[src/rtl/core/asid_sx_pkg.sv]
// Package for the ASID SysEx register decoder: codes, constants and types.
// Used by the front, queue, back and top files under rtl/core; depends on nothing.
package asid_sx_pkg;

    localparam int MAX_MSG_BYTES_DEF = 64;

    // Message framing and type bytes
    localparam logic [7:0] SYSEX_START  = 8'hf0;
    localparam logic [7:0] MAKER_ID     = 8'h2d;
    localparam logic [7:0] SYSEX_END    = 8'hf7;
    localparam logic [7:0] TYPE_START   = 8'h4c;
    localparam logic [7:0] TYPE_STOP    = 8'h4d;
    localparam logic [7:0] TYPE_DISPLAY = 8'h4f;
    localparam logic [7:0] TYPE_SID     = 8'h4e;
    localparam logic [7:0] MSB_FLAG     = 8'h80;

    // Message layout
    localparam int HDR_BYTES  = 11;  // positions 0..10 sit ahead of the data
    localparam int TYPE_POS   = 2;
    localparam int MASK_POS   = 3;
    localparam int MSB_POS    = 7;
    localparam int DATA_POS   = 11;
    localparam int MASK_BYTES = 4;
    localparam int BITS_PER   = 7;
    localparam int NUM_IDS    = MASK_BYTES * BITS_PER;  // 28

    typedef enum logic [2:0] {
        ST_START      = 3'd0,
        ST_STOP       = 3'd1,
        ST_DISPLAY    = 3'd2,
        ST_SID_DATA   = 3'd3,
        ST_BAD_FORMAT = 3'd4,
        ST_BAD_TYPE   = 3'd5
    } status_t;

    typedef enum logic [2:0] {
        BK_IDLE,
        BK_SCAN,
        BK_READ,
        BK_EMIT,
        BK_STATUS
    } back_state_t;

    // One decoded message handed from the front to the back
    typedef struct packed {
        logic                 sid;
        status_t              status;
        logic [NUM_IDS-1:0]   mask;
        logic [NUM_IDS-1:0]   msb;
        logic [4:0]           avail;  // data bytes present, saturated at NUM_IDS
    } job_t;

endpackage

[src/rtl/core/asid_sx_if.sv]
// Handshake channels of the ASID SysEx decoder: message bytes in, items out.
// Depends on nothing.
interface asid_sx_in_if;
    logic       valid;
    logic       ready;
    logic [7:0] data_byte;
    logic       last_byte;

    modport source (output valid, output data_byte, output last_byte, input ready);
    modport sink   (input valid, input data_byte, input last_byte, output ready);
endinterface

interface asid_sx_out_if;
    logic       valid;
    logic       ready;
    logic       run_end;
    logic [4:0] reg_id;
    logic [7:0] reg_value;
    logic [2:0] status;
    logic       short_data;

    modport source (output valid, output run_end, output reg_id, output reg_value,
                    output status, output short_data, input ready);
    modport sink   (input valid, input run_end, input reg_id, input reg_value,
                    input status, input short_data, output ready);
endinterface

[src/rtl/core/asid_sx_ram.sv]
// Generic single-write, single-read RAM with registered read data.
// Depends on nothing.
module asid_sx_ram #(
    parameter int WIDTH = 8,
    parameter int DEPTH = 64
) (
    input  logic                     clk,
    input  logic                     wr_en,
    input  logic [$clog2(DEPTH)-1:0] wr_addr,
    input  logic [WIDTH-1:0]         wr_data,
    input  logic                     rd_en,
    input  logic [$clog2(DEPTH)-1:0] rd_addr,
    output logic [WIDTH-1:0]         rd_data
);

    logic [WIDTH-1:0] mem [DEPTH];
    logic [WIDTH-1:0] rd_data_reg;

    always_ff @(posedge clk)
    begin
        if (wr_en)
        begin
            mem[wr_addr] <= wr_data;
        end
        if (rd_en)
        begin
            rd_data_reg <= mem[rd_addr];
        end
    end

    assign rd_data = rd_data_reg;

endmodule

[src/rtl/core/asid_sx_front.sv]
// Front end: loads message bytes into the store, keeps the header bytes,
// classifies the message on its last byte. Depends on asid_sx_pkg.
module asid_sx_front #(
    parameter int MAX_MSG_BYTES = asid_sx_pkg::MAX_MSG_BYTES_DEF
) (
    input  logic                             clk,
    input  logic                             rst_n,
    asid_sx_in_if.sink                       msg,
    output logic                             ram_wr_en,
    output logic [$clog2(MAX_MSG_BYTES)-1:0] ram_wr_addr,
    output logic [7:0]                       ram_wr_data,
    output logic                             job_push,
    output asid_sx_pkg::job_t                job,
    input  logic                             queue_full,
    input  logic                             sid_done
);

    localparam int CW = $clog2(MAX_MSG_BYTES + 1);
    localparam int AW = $clog2(MAX_MSG_BYTES);
    localparam int HB = asid_sx_pkg::HDR_BYTES;

    logic [CW-1:0] cnt_reg;
    logic [CW-1:0] cnt_next;
    logic [7:0]    hdr_reg [HB];
    logic          lock_reg;
    logic          lock_next;

    logic          accept;
    logic          kept;
    logic [7:0]    hv [HB];
    logic [CW-1:0] diff;
    logic          fmt_ok;

    assign msg.ready = !lock_reg && !queue_full;
    assign accept    = msg.valid && msg.ready;
    assign kept      = cnt_reg < CW'(MAX_MSG_BYTES);

    assign ram_wr_en   = accept && kept;
    assign ram_wr_addr = cnt_reg[AW-1:0];
    assign ram_wr_data = msg.data_byte;

    // Header view as the store holds it once this byte is in
    always_comb
    begin
        for (int p = 0; p < HB; p++)
        begin
            if (CW'(p) < cnt_reg)
            begin
                hv[p] = hdr_reg[p];
            end
            else if (CW'(p) == cnt_reg)
            begin
                hv[p] = msg.data_byte;
            end
            else
            begin
                hv[p] = 8'h00;
            end
        end
    end

    assign fmt_ok = (hv[0] == asid_sx_pkg::SYSEX_START) && (hv[1] == asid_sx_pkg::MAKER_ID)
                    && (msg.data_byte == asid_sx_pkg::SYSEX_END);
    assign diff   = cnt_reg - CW'(asid_sx_pkg::DATA_POS);

    always_comb
    begin
        job.sid    = 1'b0;
        job.status = asid_sx_pkg::ST_BAD_FORMAT;
        if (fmt_ok)
        begin
            case (hv[asid_sx_pkg::TYPE_POS])
                asid_sx_pkg::TYPE_START:   job.status = asid_sx_pkg::ST_START;
                asid_sx_pkg::TYPE_STOP:    job.status = asid_sx_pkg::ST_STOP;
                asid_sx_pkg::TYPE_DISPLAY: job.status = asid_sx_pkg::ST_DISPLAY;
                asid_sx_pkg::TYPE_SID:
                begin
                    job.status = asid_sx_pkg::ST_SID_DATA;
                    job.sid    = 1'b1;
                end
                default:                   job.status = asid_sx_pkg::ST_BAD_TYPE;
            endcase
        end
        for (int m = 0; m < asid_sx_pkg::MASK_BYTES; m++)
        begin
            for (int b = 0; b < asid_sx_pkg::BITS_PER; b++)
            begin
                job.mask[m * asid_sx_pkg::BITS_PER + b] = hv[asid_sx_pkg::MASK_POS + m][b];
                job.msb[m * asid_sx_pkg::BITS_PER + b]  = hv[asid_sx_pkg::MSB_POS + m][b];
            end
        end
        // Data runs from position 11 up to the stored end marker, or to the end of a full store
        if (cnt_reg <= CW'(asid_sx_pkg::DATA_POS))
        begin
            job.avail = 5'd0;
        end
        else if (diff > CW'(asid_sx_pkg::NUM_IDS))
        begin
            job.avail = 5'(asid_sx_pkg::NUM_IDS);
        end
        else
        begin
            job.avail = diff[4:0];
        end
    end

    assign job_push = accept && msg.last_byte;

    always_comb
    begin
        cnt_next  = cnt_reg;
        lock_next = lock_reg;
        if (accept)
        begin
            if (msg.last_byte)
            begin
                cnt_next = '0;
            end
            else if (kept)
            begin
                cnt_next = cnt_reg + CW'(1);
            end
        end
        // Hold the store until the back end has read out the SID data
        if (job_push && job.sid)
        begin
            lock_next = 1'b1;
        end
        else if (sid_done)
        begin
            lock_next = 1'b0;
        end
    end

    always_ff @(posedge clk or negedge rst_n)
    begin
        if (!rst_n)
        begin
            cnt_reg  <= '0;
            lock_reg <= 1'b0;
        end
        else
        begin
            cnt_reg  <= cnt_next;
            lock_reg <= lock_next;
        end
    end

    always_ff @(posedge clk)
    begin
        for (int p = 0; p < HB; p++)
        begin
            if (accept && (cnt_reg == CW'(p)))
            begin
                hdr_reg[p] <= msg.data_byte;
            end
        end
    end

endmodule

[src/rtl/core/asid_sx_queue.sv]
// Two-entry queue of decoded messages between front and back end.
// Depends on asid_sx_pkg.
module asid_sx_queue (
    input  logic              clk,
    input  logic              rst_n,
    input  logic              push,
    input  asid_sx_pkg::job_t push_job,
    output logic              full,
    input  logic              pop,
    output logic              not_empty,
    output asid_sx_pkg::job_t head
);

    localparam int DEPTH = 2;
    localparam int PW    = $clog2(DEPTH);

    asid_sx_pkg::job_t slot_reg [DEPTH];
    logic [PW-1:0]     wr_ptr_reg;
    logic [PW-1:0]     rd_ptr_reg;
    logic [PW:0]       fill_reg;

    assign full      = fill_reg == (PW+1)'(DEPTH);
    assign not_empty = fill_reg != '0;
    assign head      = slot_reg[rd_ptr_reg];

    always_ff @(posedge clk or negedge rst_n)
    begin
        if (!rst_n)
        begin
            wr_ptr_reg <= '0;
            rd_ptr_reg <= '0;
            fill_reg   <= '0;
        end
        else
        begin
            if (push)
            begin
                wr_ptr_reg <= wr_ptr_reg + PW'(1);
            end
            if (pop)
            begin
                rd_ptr_reg <= rd_ptr_reg + PW'(1);
            end
            if (push && !pop)
            begin
                fill_reg <= fill_reg + (PW+1)'(1);
            end
            else if (pop && !push)
            begin
                fill_reg <= fill_reg - (PW+1)'(1);
            end
        end
    end

    always_ff @(posedge clk)
    begin
        if (push)
        begin
            slot_reg[wr_ptr_reg] <= push_job;
        end
    end

endmodule

[src/rtl/core/asid_sx_back.sv]
// Back end: walks the 28 register ids of a SID data message, reads data
// bytes from the store and emits write items, then the status item.
// Depends on asid_sx_pkg.
module asid_sx_back #(
    parameter int MAX_MSG_BYTES = asid_sx_pkg::MAX_MSG_BYTES_DEF
) (
    input  logic                             clk,
    input  logic                             rst_n,
    input  logic                             job_valid,
    input  asid_sx_pkg::job_t                job,
    output logic                             job_pop,
    output logic                             ram_rd_en,
    output logic [$clog2(MAX_MSG_BYTES)-1:0] ram_rd_addr,
    input  logic [7:0]                       ram_rd_data,
    output logic                             sid_done,
    asid_sx_out_if.source                    item
);

    localparam int AW  = $clog2(MAX_MSG_BYTES);
    localparam int AXW = (AW > 6) ? AW : 6;

    asid_sx_pkg::back_state_t state_reg;
    asid_sx_pkg::back_state_t state_next;
    asid_sx_pkg::job_t        job_reg;
    asid_sx_pkg::job_t        job_next;
    logic [4:0]               id_reg;
    logic [4:0]               id_next;
    logic [4:0]               k_reg;
    logic [4:0]               k_next;
    logic                     short_reg;
    logic                     short_next;
    logic [7:0]               val_reg;
    logic [7:0]               val_next;
    logic [AXW-1:0]           addr_x;

    assign addr_x      = AXW'(asid_sx_pkg::DATA_POS) + AXW'(k_reg);
    assign ram_rd_addr = addr_x[AW-1:0];

    assign item.valid      = (state_reg == asid_sx_pkg::BK_EMIT)
                             || (state_reg == asid_sx_pkg::BK_STATUS);
    assign item.run_end    = state_reg == asid_sx_pkg::BK_STATUS;
    assign item.reg_id     = item.run_end ? 5'd0 : id_reg;
    assign item.reg_value  = item.run_end ? 8'h00 : val_reg;
    assign item.status     = item.run_end ? job_reg.status : asid_sx_pkg::ST_SID_DATA;
    assign item.short_data = item.run_end && short_reg;

    always_comb
    begin
        state_next = state_reg;
        job_next   = job_reg;
        id_next    = id_reg;
        k_next     = k_reg;
        short_next = short_reg;
        val_next   = val_reg;
        job_pop    = 1'b0;
        ram_rd_en  = 1'b0;
        sid_done   = 1'b0;
        case (state_reg)
            asid_sx_pkg::BK_IDLE:
            begin
                if (job_valid)
                begin
                    job_pop    = 1'b1;
                    job_next   = job;
                    id_next    = '0;
                    k_next     = '0;
                    short_next = 1'b0;
                    state_next = job.sid ? asid_sx_pkg::BK_SCAN : asid_sx_pkg::BK_STATUS;
                end
            end
            asid_sx_pkg::BK_SCAN:
            begin
                if (id_reg == 5'(asid_sx_pkg::NUM_IDS))
                begin
                    state_next = asid_sx_pkg::BK_STATUS;
                end
                else if (job_reg.mask[id_reg])
                begin
                    if (k_reg < job_reg.avail)
                    begin
                        ram_rd_en  = 1'b1;
                        state_next = asid_sx_pkg::BK_READ;
                    end
                    else
                    begin
                        // Flagged but no data byte left: skip and flag
                        short_next = 1'b1;
                        k_next     = k_reg + 5'd1;
                        id_next    = id_reg + 5'd1;
                    end
                end
                else
                begin
                    id_next = id_reg + 5'd1;
                end
            end
            asid_sx_pkg::BK_READ:
            begin
                val_next   = job_reg.msb[id_reg] ? (ram_rd_data | asid_sx_pkg::MSB_FLAG)
                                                 : ram_rd_data;
                state_next = asid_sx_pkg::BK_EMIT;
            end
            asid_sx_pkg::BK_EMIT:
            begin
                if (item.ready)
                begin
                    k_next     = k_reg + 5'd1;
                    id_next    = id_reg + 5'd1;
                    state_next = asid_sx_pkg::BK_SCAN;
                end
            end
            asid_sx_pkg::BK_STATUS:
            begin
                if (item.ready)
                begin
                    sid_done   = job_reg.sid;
                    state_next = asid_sx_pkg::BK_IDLE;
                end
            end
            default:
            begin
                state_next = asid_sx_pkg::BK_IDLE;
            end
        endcase
    end

    always_ff @(posedge clk or negedge rst_n)
    begin
        if (!rst_n)
        begin
            state_reg <= asid_sx_pkg::BK_IDLE;
        end
        else
        begin
            state_reg <= state_next;
        end
    end

    always_ff @(posedge clk)
    begin
        job_reg   <= job_next;
        id_reg    <= id_next;
        k_reg     <= k_next;
        short_reg <= short_next;
        val_reg   <= val_next;
    end

endmodule

[src/rtl/core/asid_sidex_register_decoder_core.sv]
// Top level of the ASID SysEx register decoder.
// Depends on asid_sx_pkg, asid_sx_if, asid_sx_ram, asid_sx_front,
// asid_sx_queue and asid_sx_back.
// Input: bytes load at one per cycle while the store is not locked and the
// queue is not full; on the last byte the message is classified in the same
// cycle and queued. A SID data message locks the input until its status
// item is taken. The back end scans the ids, does a store read and a present
// step per write, and waits while the item channel stalls.
// Reset: byte count, queue and sequencer clear at once; the store needs none.
module asid_sysex_register_decoder_core #(
    parameter int MAX_MSG_BYTES = asid_sx_pkg::MAX_MSG_BYTES_DEF
) (
    input  logic           clk,
    input  logic           rst_n,
    asid_sx_in_if.sink     msg,
    asid_sx_out_if.source  item
);

    localparam int AW = $clog2(MAX_MSG_BYTES);

    logic              ram_wr_en;
    logic [AW-1:0]     ram_wr_addr;
    logic [7:0]        ram_wr_data;
    logic              ram_rd_en;
    logic [AW-1:0]     ram_rd_addr;
    logic [7:0]        ram_rd_data;
    logic              job_push;
    asid_sx_pkg::job_t push_job;
    logic              queue_full;
    logic              job_pop;
    logic              job_valid;
    asid_sx_pkg::job_t head_job;
    logic              sid_done;

    // Message store: written by the front, read by the back
    asid_sx_ram #(
        .WIDTH (8),
        .DEPTH (MAX_MSG_BYTES)
    ) u_store (
        .clk     (clk),
        .wr_en   (ram_wr_en),
        .wr_addr (ram_wr_addr),
        .wr_data (ram_wr_data),
        .rd_en   (ram_rd_en),
        .rd_addr (ram_rd_addr),
        .rd_data (ram_rd_data)
    );

    // Load bytes and classify each message; stall while SID data is read out
    asid_sx_front #(
        .MAX_MSG_BYTES (MAX_MSG_BYTES)
    ) u_front (
        .clk         (clk),
        .rst_n       (rst_n),
        .msg         (msg),
        .ram_wr_en   (ram_wr_en),
        .ram_wr_addr (ram_wr_addr),
        .ram_wr_data (ram_wr_data),
        .job_push    (job_push),
        .job         (push_job),
        .queue_full  (queue_full),
        .sid_done    (sid_done)
    );

    asid_sx_queue u_queue (
        .clk       (clk),
        .rst_n     (rst_n),
        .push      (job_push),
        .push_job  (push_job),
        .full      (queue_full),
        .pop       (job_pop),
        .not_empty (job_valid),
        .head      (head_job)
    );

    // Walk the ids and emit each transfer on the item channel
    asid_sx_back #(
        .MAX_MSG_BYTES (MAX_MSG_BYTES)
    ) u_back (
        .clk         (clk),
        .rst_n       (rst_n),
        .job_valid   (job_valid),
        .job         (head_job),
        .job_pop     (job_pop),
        .ram_rd_en   (ram_rd_en),
        .ram_rd_addr (ram_rd_addr),
        .ram_rd_data (ram_rd_data),
        .sid_done    (sid_done),
        .item        (item)
    );

endmodule

[src/flat_wrapper.sv]
// flat-port wrapper written by rule: the top's interface ports become plain ports
module asid_sysex_register_decoder_core_flat 
#(
    parameter int MAX_MSG_BYTES = asid_sx_pkg::MAX_MSG_BYTES_DEF
)
  (clk, rst_n, msg_valid, msg_data_byte, msg_last_byte, msg_ready, item_valid, item_run_end, item_reg_id, item_reg_value, item_status, item_short_data, item_ready);
  asid_sx_in_if msg_i ();
  asid_sx_out_if item_i ();
  input  logic clk;
  input  logic rst_n;
  input wire logic [$bits(msg_i.valid)-1:0] msg_valid;
  input wire logic [$bits(msg_i.data_byte)-1:0] msg_data_byte;
  input wire logic [$bits(msg_i.last_byte)-1:0] msg_last_byte;
  output wire logic [$bits(msg_i.ready)-1:0] msg_ready;
  output wire logic [$bits(item_i.valid)-1:0] item_valid;
  output wire logic [$bits(item_i.run_end)-1:0] item_run_end;
  output wire logic [$bits(item_i.reg_id)-1:0] item_reg_id;
  output wire logic [$bits(item_i.reg_value)-1:0] item_reg_value;
  output wire logic [$bits(item_i.status)-1:0] item_status;
  output wire logic [$bits(item_i.short_data)-1:0] item_short_data;
  input wire logic [$bits(item_i.ready)-1:0] item_ready;
  assign msg_i.valid = msg_valid;
  assign msg_i.data_byte = msg_data_byte;
  assign msg_i.last_byte = msg_last_byte;
  assign msg_ready = msg_i.ready;
  assign item_valid = item_i.valid;
  assign item_run_end = item_i.run_end;
  assign item_reg_id = item_i.reg_id;
  assign item_reg_value = item_i.reg_value;
  assign item_status = item_i.status;
  assign item_short_data = item_i.short_data;
  assign item_i.ready = item_ready;
  asid_sysex_register_decoder_core #(.MAX_MSG_BYTES(MAX_MSG_BYTES)) u_core (.clk(clk), .rst_n(rst_n), .msg(msg_i), .item(item_i));
endmodule
[config.mk]
export PLATFORM = sky130hd
export DESIGN_NAME = asid_sysex_register_decoder_core_flat
export DESIGN_NICKNAME = d
export VERILOG_FILES = /design/src/rtl/core/asid_sx_pkg.sv /design/src/rtl/core/asid_sx_if.sv /design/src/rtl/core/asid_sx_ram.sv /design/src/rtl/core/asid_sx_front.sv /design/src/rtl/core/asid_sx_queue.sv /design/src/rtl/core/asid_sx_back.sv /design/src/rtl/core/asid_sidex_register_decoder_core.sv /design/src/flat_wrapper.sv
export SDC_FILE = /design/constraint.sdc
export NUM_CORES = 1
export LEC_CHECK = 0
export CORE_MARGIN = 4
export CORE_UTILIZATION = 50
export DETAILED_ROUTE_END_ITERATION = 7
export DONT_BUFFER_PORTS = 1
export GPL_TIMING_DRIVEN = 0
export HOLD_SLACK_MARGIN = 0.06
export MAX_ROUTING_LAYER = met4
export PLACE_DENSITY = 0.66
export SLEW_MARGIN = 20
export SYNTH_ARGS = -nofsm -noshare
export SYNTH_HDL_FRONTEND = slang
export SYNTH_SLANG_ARGS = --single-unit
[constraint.sdc]
create_clock -name clk -period 5.6 [get_ports clk]
set_clock_uncertainty 0.05 [all_clocks]
set_input_delay 1.68 -clock clk [delete_from_list [all_inputs] [get_ports clk]]
set_output_delay 1.68 -clock clk [all_outputs]
set_load 0.01 [all_outputs]
==> results_dict.tcl, run 1 <==
set metrics [dict create \
    clock_tree.htree_level_count 3 \
    cts.path.max_buffers 3 \
    hold_ws_ns 0.371 \
    cts_tree "done" \
    clk_pin_slew_ns 0.06 \
    slowest_stage "buf_1" \
    die-area_um2 67000 \
    dieHeight_um 259 \
    portBuffers 0 \
    path_delay_family "buffers and inverters" \
    die_w_um 259 \
    met1_length_um 31100 \
    yosysTopAreaCell "edfxtp_1" \
    antenna_found_initial 1 \
    synthToLayoutAreaGrowth_pct 12.2 \
    avgRoutedWirePerCell_um 26.4 \
    crit_arrival_ns 5.15 \
    clk_latency_ns 0.64 \
    drt_wl_total_um 71600 \
    grt_first_pass_wirelength_um 107000 \
    worstSetupStartpointType "flip-flop" \
    timing.fmax_mhz 205 \
    path_common_cell "buf_2" \
    synth_fp_nets 1748 \
    final_area_um2 35300 \
    postRouteAntennaNets 0 \
    ys_dominant_reg_cell "edfxtp_1" \
    grt_max_degree 74 \
    maxCapViolCount 0 \
    crit_chain "buf_2 -> buf_2 -> buf_2 -> inv_1 -> ha_1 -> buf_2 -> buf_2 -> buf_1 -> mux4_2 -> mux2i_1 -> a32o_1 -> o21ai_0" \
    slew_headroom_pct 29.2 \
    grtUsageTotal_pct 22.1 \
    mappedNetlistArea_um2 31500 \
    finalCoreUtilization_pct 56.9 \
    ios 33 \
    initial_utilization_pct 50.7 \
    min-delay-start "u_core.u_store.rd_data[6]" \
    power.total_w 0.0191 \
    hold_buffers 0 \
    cpPeakStageDelay_ns 0.79 \
    hold_path_depth 0 \
    synth-seq-cells 789 \
    final_cells 2710 \
    ys_async_sr_fraction_pct 1.90 \
    largest_register_ff_count 472 \
    ir_drop_uv 249 \
    routed.top_layer "met4" \
    gp_congestion 0.885 \
    synth_area_leaders "edfxtp_1 (74%), mux4_2 (8.2%), mux2_2 (2.4%)" \
    cts_sinks 789 \
    hp-class "flip-flop to flip-flop" \
    finalHoldViolations 0 \
    setup_viol 0 \
    nets 1836 \
    synth_edf_count 774 \
    cts_setup_buffers 0 \
    crit_type "flip-flop to flip-flop" \
    leakage_nw 11.4 \
    vias_per_cell 6.02 \
    grt_pass1_vias 16300 \
    cp_max_fo 10 \
    synth.distinct_cells 67 \
    synth_top_cell_area_share_pct 73.9 \
    drt_first_pass_iters 7 \
    gr-total-overflow 0 \
    rr_startpoint "u_core.u_back.k_reg[0]" \
    drcViolationCount 0 \
    coreArea_um2 62100 \
    finalMaxSlewViolations 0 \
    netlist_instances 1722 \
    yosysWarnings 0 \
    cts_made_buffers 80 \
    period_minus_slack_ns 4.87 \
    ys_seq_area_share_pct 75.1 \
    hpwl_um 45100 \
    reg2reg_slack_ns 0.73 \
    path_buf_inv 7 \
    layout-drive-gt1-share_pct 18.3 \
    synth_area_per_cell_um2 18.3 \
    cts_root_buf "clkbuf_16" \
    end_kind "flip-flop" \
    period_share_pct 86.9 \
    drt-initial-drc-count 1709 \
    worstMarginPinSlew_ns 1.06 \
    worstPathRequired_ns 5.88 \
    rows 91 \
    met2WireLength_um 34200 \
    r2r-end "u_core.u_store.rd_data[7]" \
    dp.cells 2565 \
    worstHoldEndpoint "u_core.u_back.val_reg[6]" \
    vias 16300 \
    p_per_area_nw_per_um2 540 \
    met3_length_um 4790 \
    antennaDiodeCount 0 \
    status "finished, final reports clean" \
    dpl_cell_area_um2 32600 \
    reg2regPathDepth 12 \
    rsz0062_at_grt "no" \
    cts-resized-gates 0 \
]
[cells in the mapped netlist (all sizes together), types with 18 or more instances]
library cell,number
mux2i,58
a22o,73
nand2,91
buf,35
o21ai,31
nor2,159
edfxtp,774
mux2,67
a21oi,18
mux4,115
inv,25
clkbuf,57
[metrics by stage]
| stage | setup TNS (ns) | setup WS [ns] |
|---|---|---|
| finish | 0 | 0.732 |
| global route | 0 | 0.553 |
| CTS | 0 | 0.785 |
| detailed placement | 0 | 0.823 |
| global placement | -112.07 | -1.73 |
| floorplan | 0 | 0.340 |
[where the power goes]
part           internal [W]  switching [W]
Combinational       0.00243        0.00387
Clock               0.00315        0.00224
Sequential          0.00723       0.000169
[worst max-delay path by stage]
stage                     slack (ns)                              to  cells after the start                    from
final                           0.73       u_core.u_store.rd_data[7]                     12  u_core.u_back.k_reg[0]
after global routing            0.55       u_core.u_store.rd_data[2]                     12  u_core.u_back.k_reg[0]
after CTS                       0.78       u_core.u_store.rd_data[7]                     13  u_core.u_back.k_reg[0]
after detailed placement        0.82       u_core.u_store.rd_data[7]                     13  u_core.u_back.k_reg[0]
after global placement         -1.73  u_core.u_queue.slot_reg[0][31]                      3               msg_valid
after floorplan                 0.34   u_core.u_queue.slot_reg[0][0]                      3               msg_valid
[layout make-up]
cell class                 instances  area (um2)
timing repair buffer               6         103
fill                            4631       26700
buffer                            92         397
clock inverter                    47         562
tap                              837        1050
multi-input combinational        815        7400
sequential                       789       23600
clock buffer                      98        2090
inverter                          26         100
[metal layers]
metal  global-route usage [%]  vias up
met2                     33.8      601
met4                     5.77        0
met1                     31.6     8532
met5                        -        -
met3                     3.60      101
li1                         -     7079
[cells by family after synthesis]
| kind of cell | share of synthesized area (%) |
|---|---|
| AOI/OAI and AO/OA | 5.07 |
| and+or+nand+nor | 4.71 |
| xor gates and xnor gates | 0.612 |
| muxes | 12.5 |
| DFF | 75.1 |
| adders and majority gates | 0.517 |
| buffers and inverters | 1.57 |
[placed cells by master (no fill, tap or decap), types with 8 or more instances in the layout]
| master | n |
|---|---|
| clkbuf_16 | 80 |
| nor2b_1 | 12 |
| o21ai_0 | 30 |
| a21oi_1 | 18 |
| clkbuf_1 | 73 |
| xnor2_1 | 15 |
| ha_1 | 13 |
| a22o_1 | 73 |
| nor2_1 | 157 |
| clkinv_2 | 8 |
| edfxtp_1 | 774 |
| nand3_1 | 15 |
| inv_1 | 24 |
| dfrtp_1 | 15 |
| mux4_2 | 115 |
| mux2i_1 | 58 |
| clkinv_1 | 20 |
| nand2_1 | 91 |
| o22ai_1 | 10 |
| mux2_2 | 67 |
| bufinv_16 | 10 |
| buf_2 | 23 |
| a221o_1 | 14 |
| a32oi_1 | 9 |
| buf_1 | 8 |
Power figures use the tool's default switching activity.
==> inputs of run 2 (changes only) <==
--- a/config.mk
+++ b/config.mk
@@ -6,13 +6,14 @@
 export NUM_CORES = 1
 export LEC_CHECK = 0
 export CORE_MARGIN = 4
-export CORE_UTILIZATION = 50
+export CORE_UTILIZATION = 45
 export DETAILED_ROUTE_END_ITERATION = 7
 export DONT_BUFFER_PORTS = 1
+export GPL_ROUTABILITY_DRIVEN = 0
 export GPL_TIMING_DRIVEN = 0
 export HOLD_SLACK_MARGIN = 0.06
 export MAX_ROUTING_LAYER = met4
-export PLACE_DENSITY = 0.66
+export PLACE_DENSITY = 0.61
 export SLEW_MARGIN = 20
 export SYNTH_ARGS = -nofsm -noshare
 export SYNTH_HDL_FRONTEND = slang
==> results_dict.tcl, run 2 (synthesis results as in run 1) <==
set metrics [dict create \
    clk_latency_ns 0.63 \
    finalCoreUtilization_pct 51.5 \
    vias_per_cell 5.82 \
    crit_type "flip-flop to flip-flop" \
    slew_headroom_pct 29.2 \
    ios 33 \
    drt_first_pass_iters 5 \
    synthToLayoutAreaGrowth_pct 12.9 \
    cts_sinks 789 \
    portBuffers 0 \
    hold_buffers 0 \
    period_share_pct 88.1 \
    grt_max_degree 74 \
    cts_tree "done" \
    finalHoldViolations 0 \
    coreArea_um2 68900 \
    drt_wl_total_um 72700 \
    dpl_cell_area_um2 32800 \
    hpwl_um 46100 \
    ir_drop_uv 332 \
    layout_commonest_cell "edfxtp_1" \
    period_minus_slack_ns 4.93 \
    status "finished, final reports clean" \
    postRouteAntennaNets 0 \
    maxCapViolCount 0 \
    grtUsageTotal_pct 20.1 \
    cts_made_buffers 83 \
    cts_root_buf "clkbuf_16" \
    hp-class "flip-flop to flip-flop" \
    clock_tree.htree_level_count 3 \
    worstMarginPinSlew_ns 1.06 \
    gr-total-overflow 0 \
    nets 1840 \
    dieHeight_um 272 \
    worstSetupStartpointType "flip-flop" \
    cp_max_fo 10 \
    finalMaxSlewViolations 0 \
    die_w_um 272 \
    initial_utilization_pct 45.6 \
    rsz0062_at_grt "no" \
    antenna_found_initial 1 \
    cts.path.max_buffers 3 \
    leakage_nw 11.5 \
    p_per_area_nw_per_um2 543 \
    clk_pin_slew_ns 0.06 \
    crit_arrival_ns 5.22 \
    final_area_um2 35500 \
    worstPathRequired_ns 5.89 \
    drcViolationCount 0 \
    rows 96 \
    end_kind "flip-flop" \
    avgRoutedWirePerCell_um 25.9 \
    layout-drive-gt1-share_pct 18.8 \
    setup_viol 0 \
    grt_first_pass_wirelength_um 108000 \
    cts_setup_buffers 0 \
    grt_pass1_vias 16300 \
    antennaDiodeCount 0 \
    power.total_w 0.0193 \
    vias 16400 \
    fin_setup_tns_ns 0 \
    hold_ws_ns 0.379 \
    drt-initial-drc-count 1816 \
    mostFrequentLayoutCells "edfxtp_1 (774), nor2_1 (157), mux4_2 (115)" \
    largest_register_ff_count 472 \
    cts-resized-gates 0 \
    die-area_um2 74200 \
    timing.fmax_mhz 203 \
]
run 2: cell types whose count changed in the layout (fill, tap and decap cells not counted), moves of 2 or more:
| cell | before | now |
|---|---|---|
| clkinv_2 | 8 | 15 |
| clkbuf_16 | 80 | 84 |
| clkinv_1 | 20 | 16 |
| clkbuf_8 | 2 | 0 |
| inv_16 | 5 | 2 |
| clkinv_4 | 2 | 0 |
run 2: layout make-up:
cell class                 instances  area, um2
sequential                       789      23600
timing repair buffer               7        115
fill                            5603      33400
multi-input combinational        815       7410
clock inverter                    49        562
clock buffer                     101       2170
buffer                            92        397
inverter                          26        100
tap                              931       1160
run 2: critical path: stages, from the launching register on:
cell	delay (ns)
edfxtp_1	0.35
buf_2	0.17
buf_2	0.40
buf_2	0.44
inv_1	0.13
ha_1	0.29
buf_2	0.22
clkbuf_1	0.82
clkbuf_1	0.55
mux4_2	0.43
mux2i_1	0.30
a221o_1	0.35
o21ai_0	0.14
run 2: through the flow:
stage          std cells  setup slack [ns]
3_5_place_dp        2659             0.663
5_1_grt             2810             0.427
3_3_place_gp        2653             -1.70
6_report            2810             0.669
2_1_floorplan       1722             0.340
4_1_cts             2809             0.652
run 2: routing by layer:
layer	track usage, %	vias up	part of all wire, %
met3	3.28	119	6.7
met5	-	-	0
met2	31.2	591	48
met1	28.2	8567	43
li1	-	7089	-
met4	5.26	0	1.9
run 2: final timing paths:
check | startpoint | end | slack (ns) | depth (start not counted)
worst min register to register | u_core.u_store.rd_data[2] | u_core.u_back.val_reg[2] | 0.38 | 0
min in group asynchronous | rst_n | u_core.u_front.cnt_reg[5] | 0.69 | 0
worst max register to register | u_core.u_back.k_reg[0] | u_core.u_store.rd_data[5] | 0.67 | 12
worst max-delay path | u_core.u_back.k_reg[0] | u_core.u_store.rd_data[5] | 0.67 | 12
worst min-delay path | u_core.u_store.rd_data[2] | u_core.u_back.val_reg[2] | 0.38 | 0
max in group asynchronous | rst_n | u_core.u_front.cnt_reg[0] | 4.72 | 0
run 2: power breakdown:
part | internal [W] | total, W | switching (W)
clock network | 0.00324 | 0.00550 | 0.00227
logic | 0.00244 | 0.00639 | 0.00396
registers | 0.00723 | 0.00739 | 0.000157
total | 0.0129 | 0.0193 | 0.00638
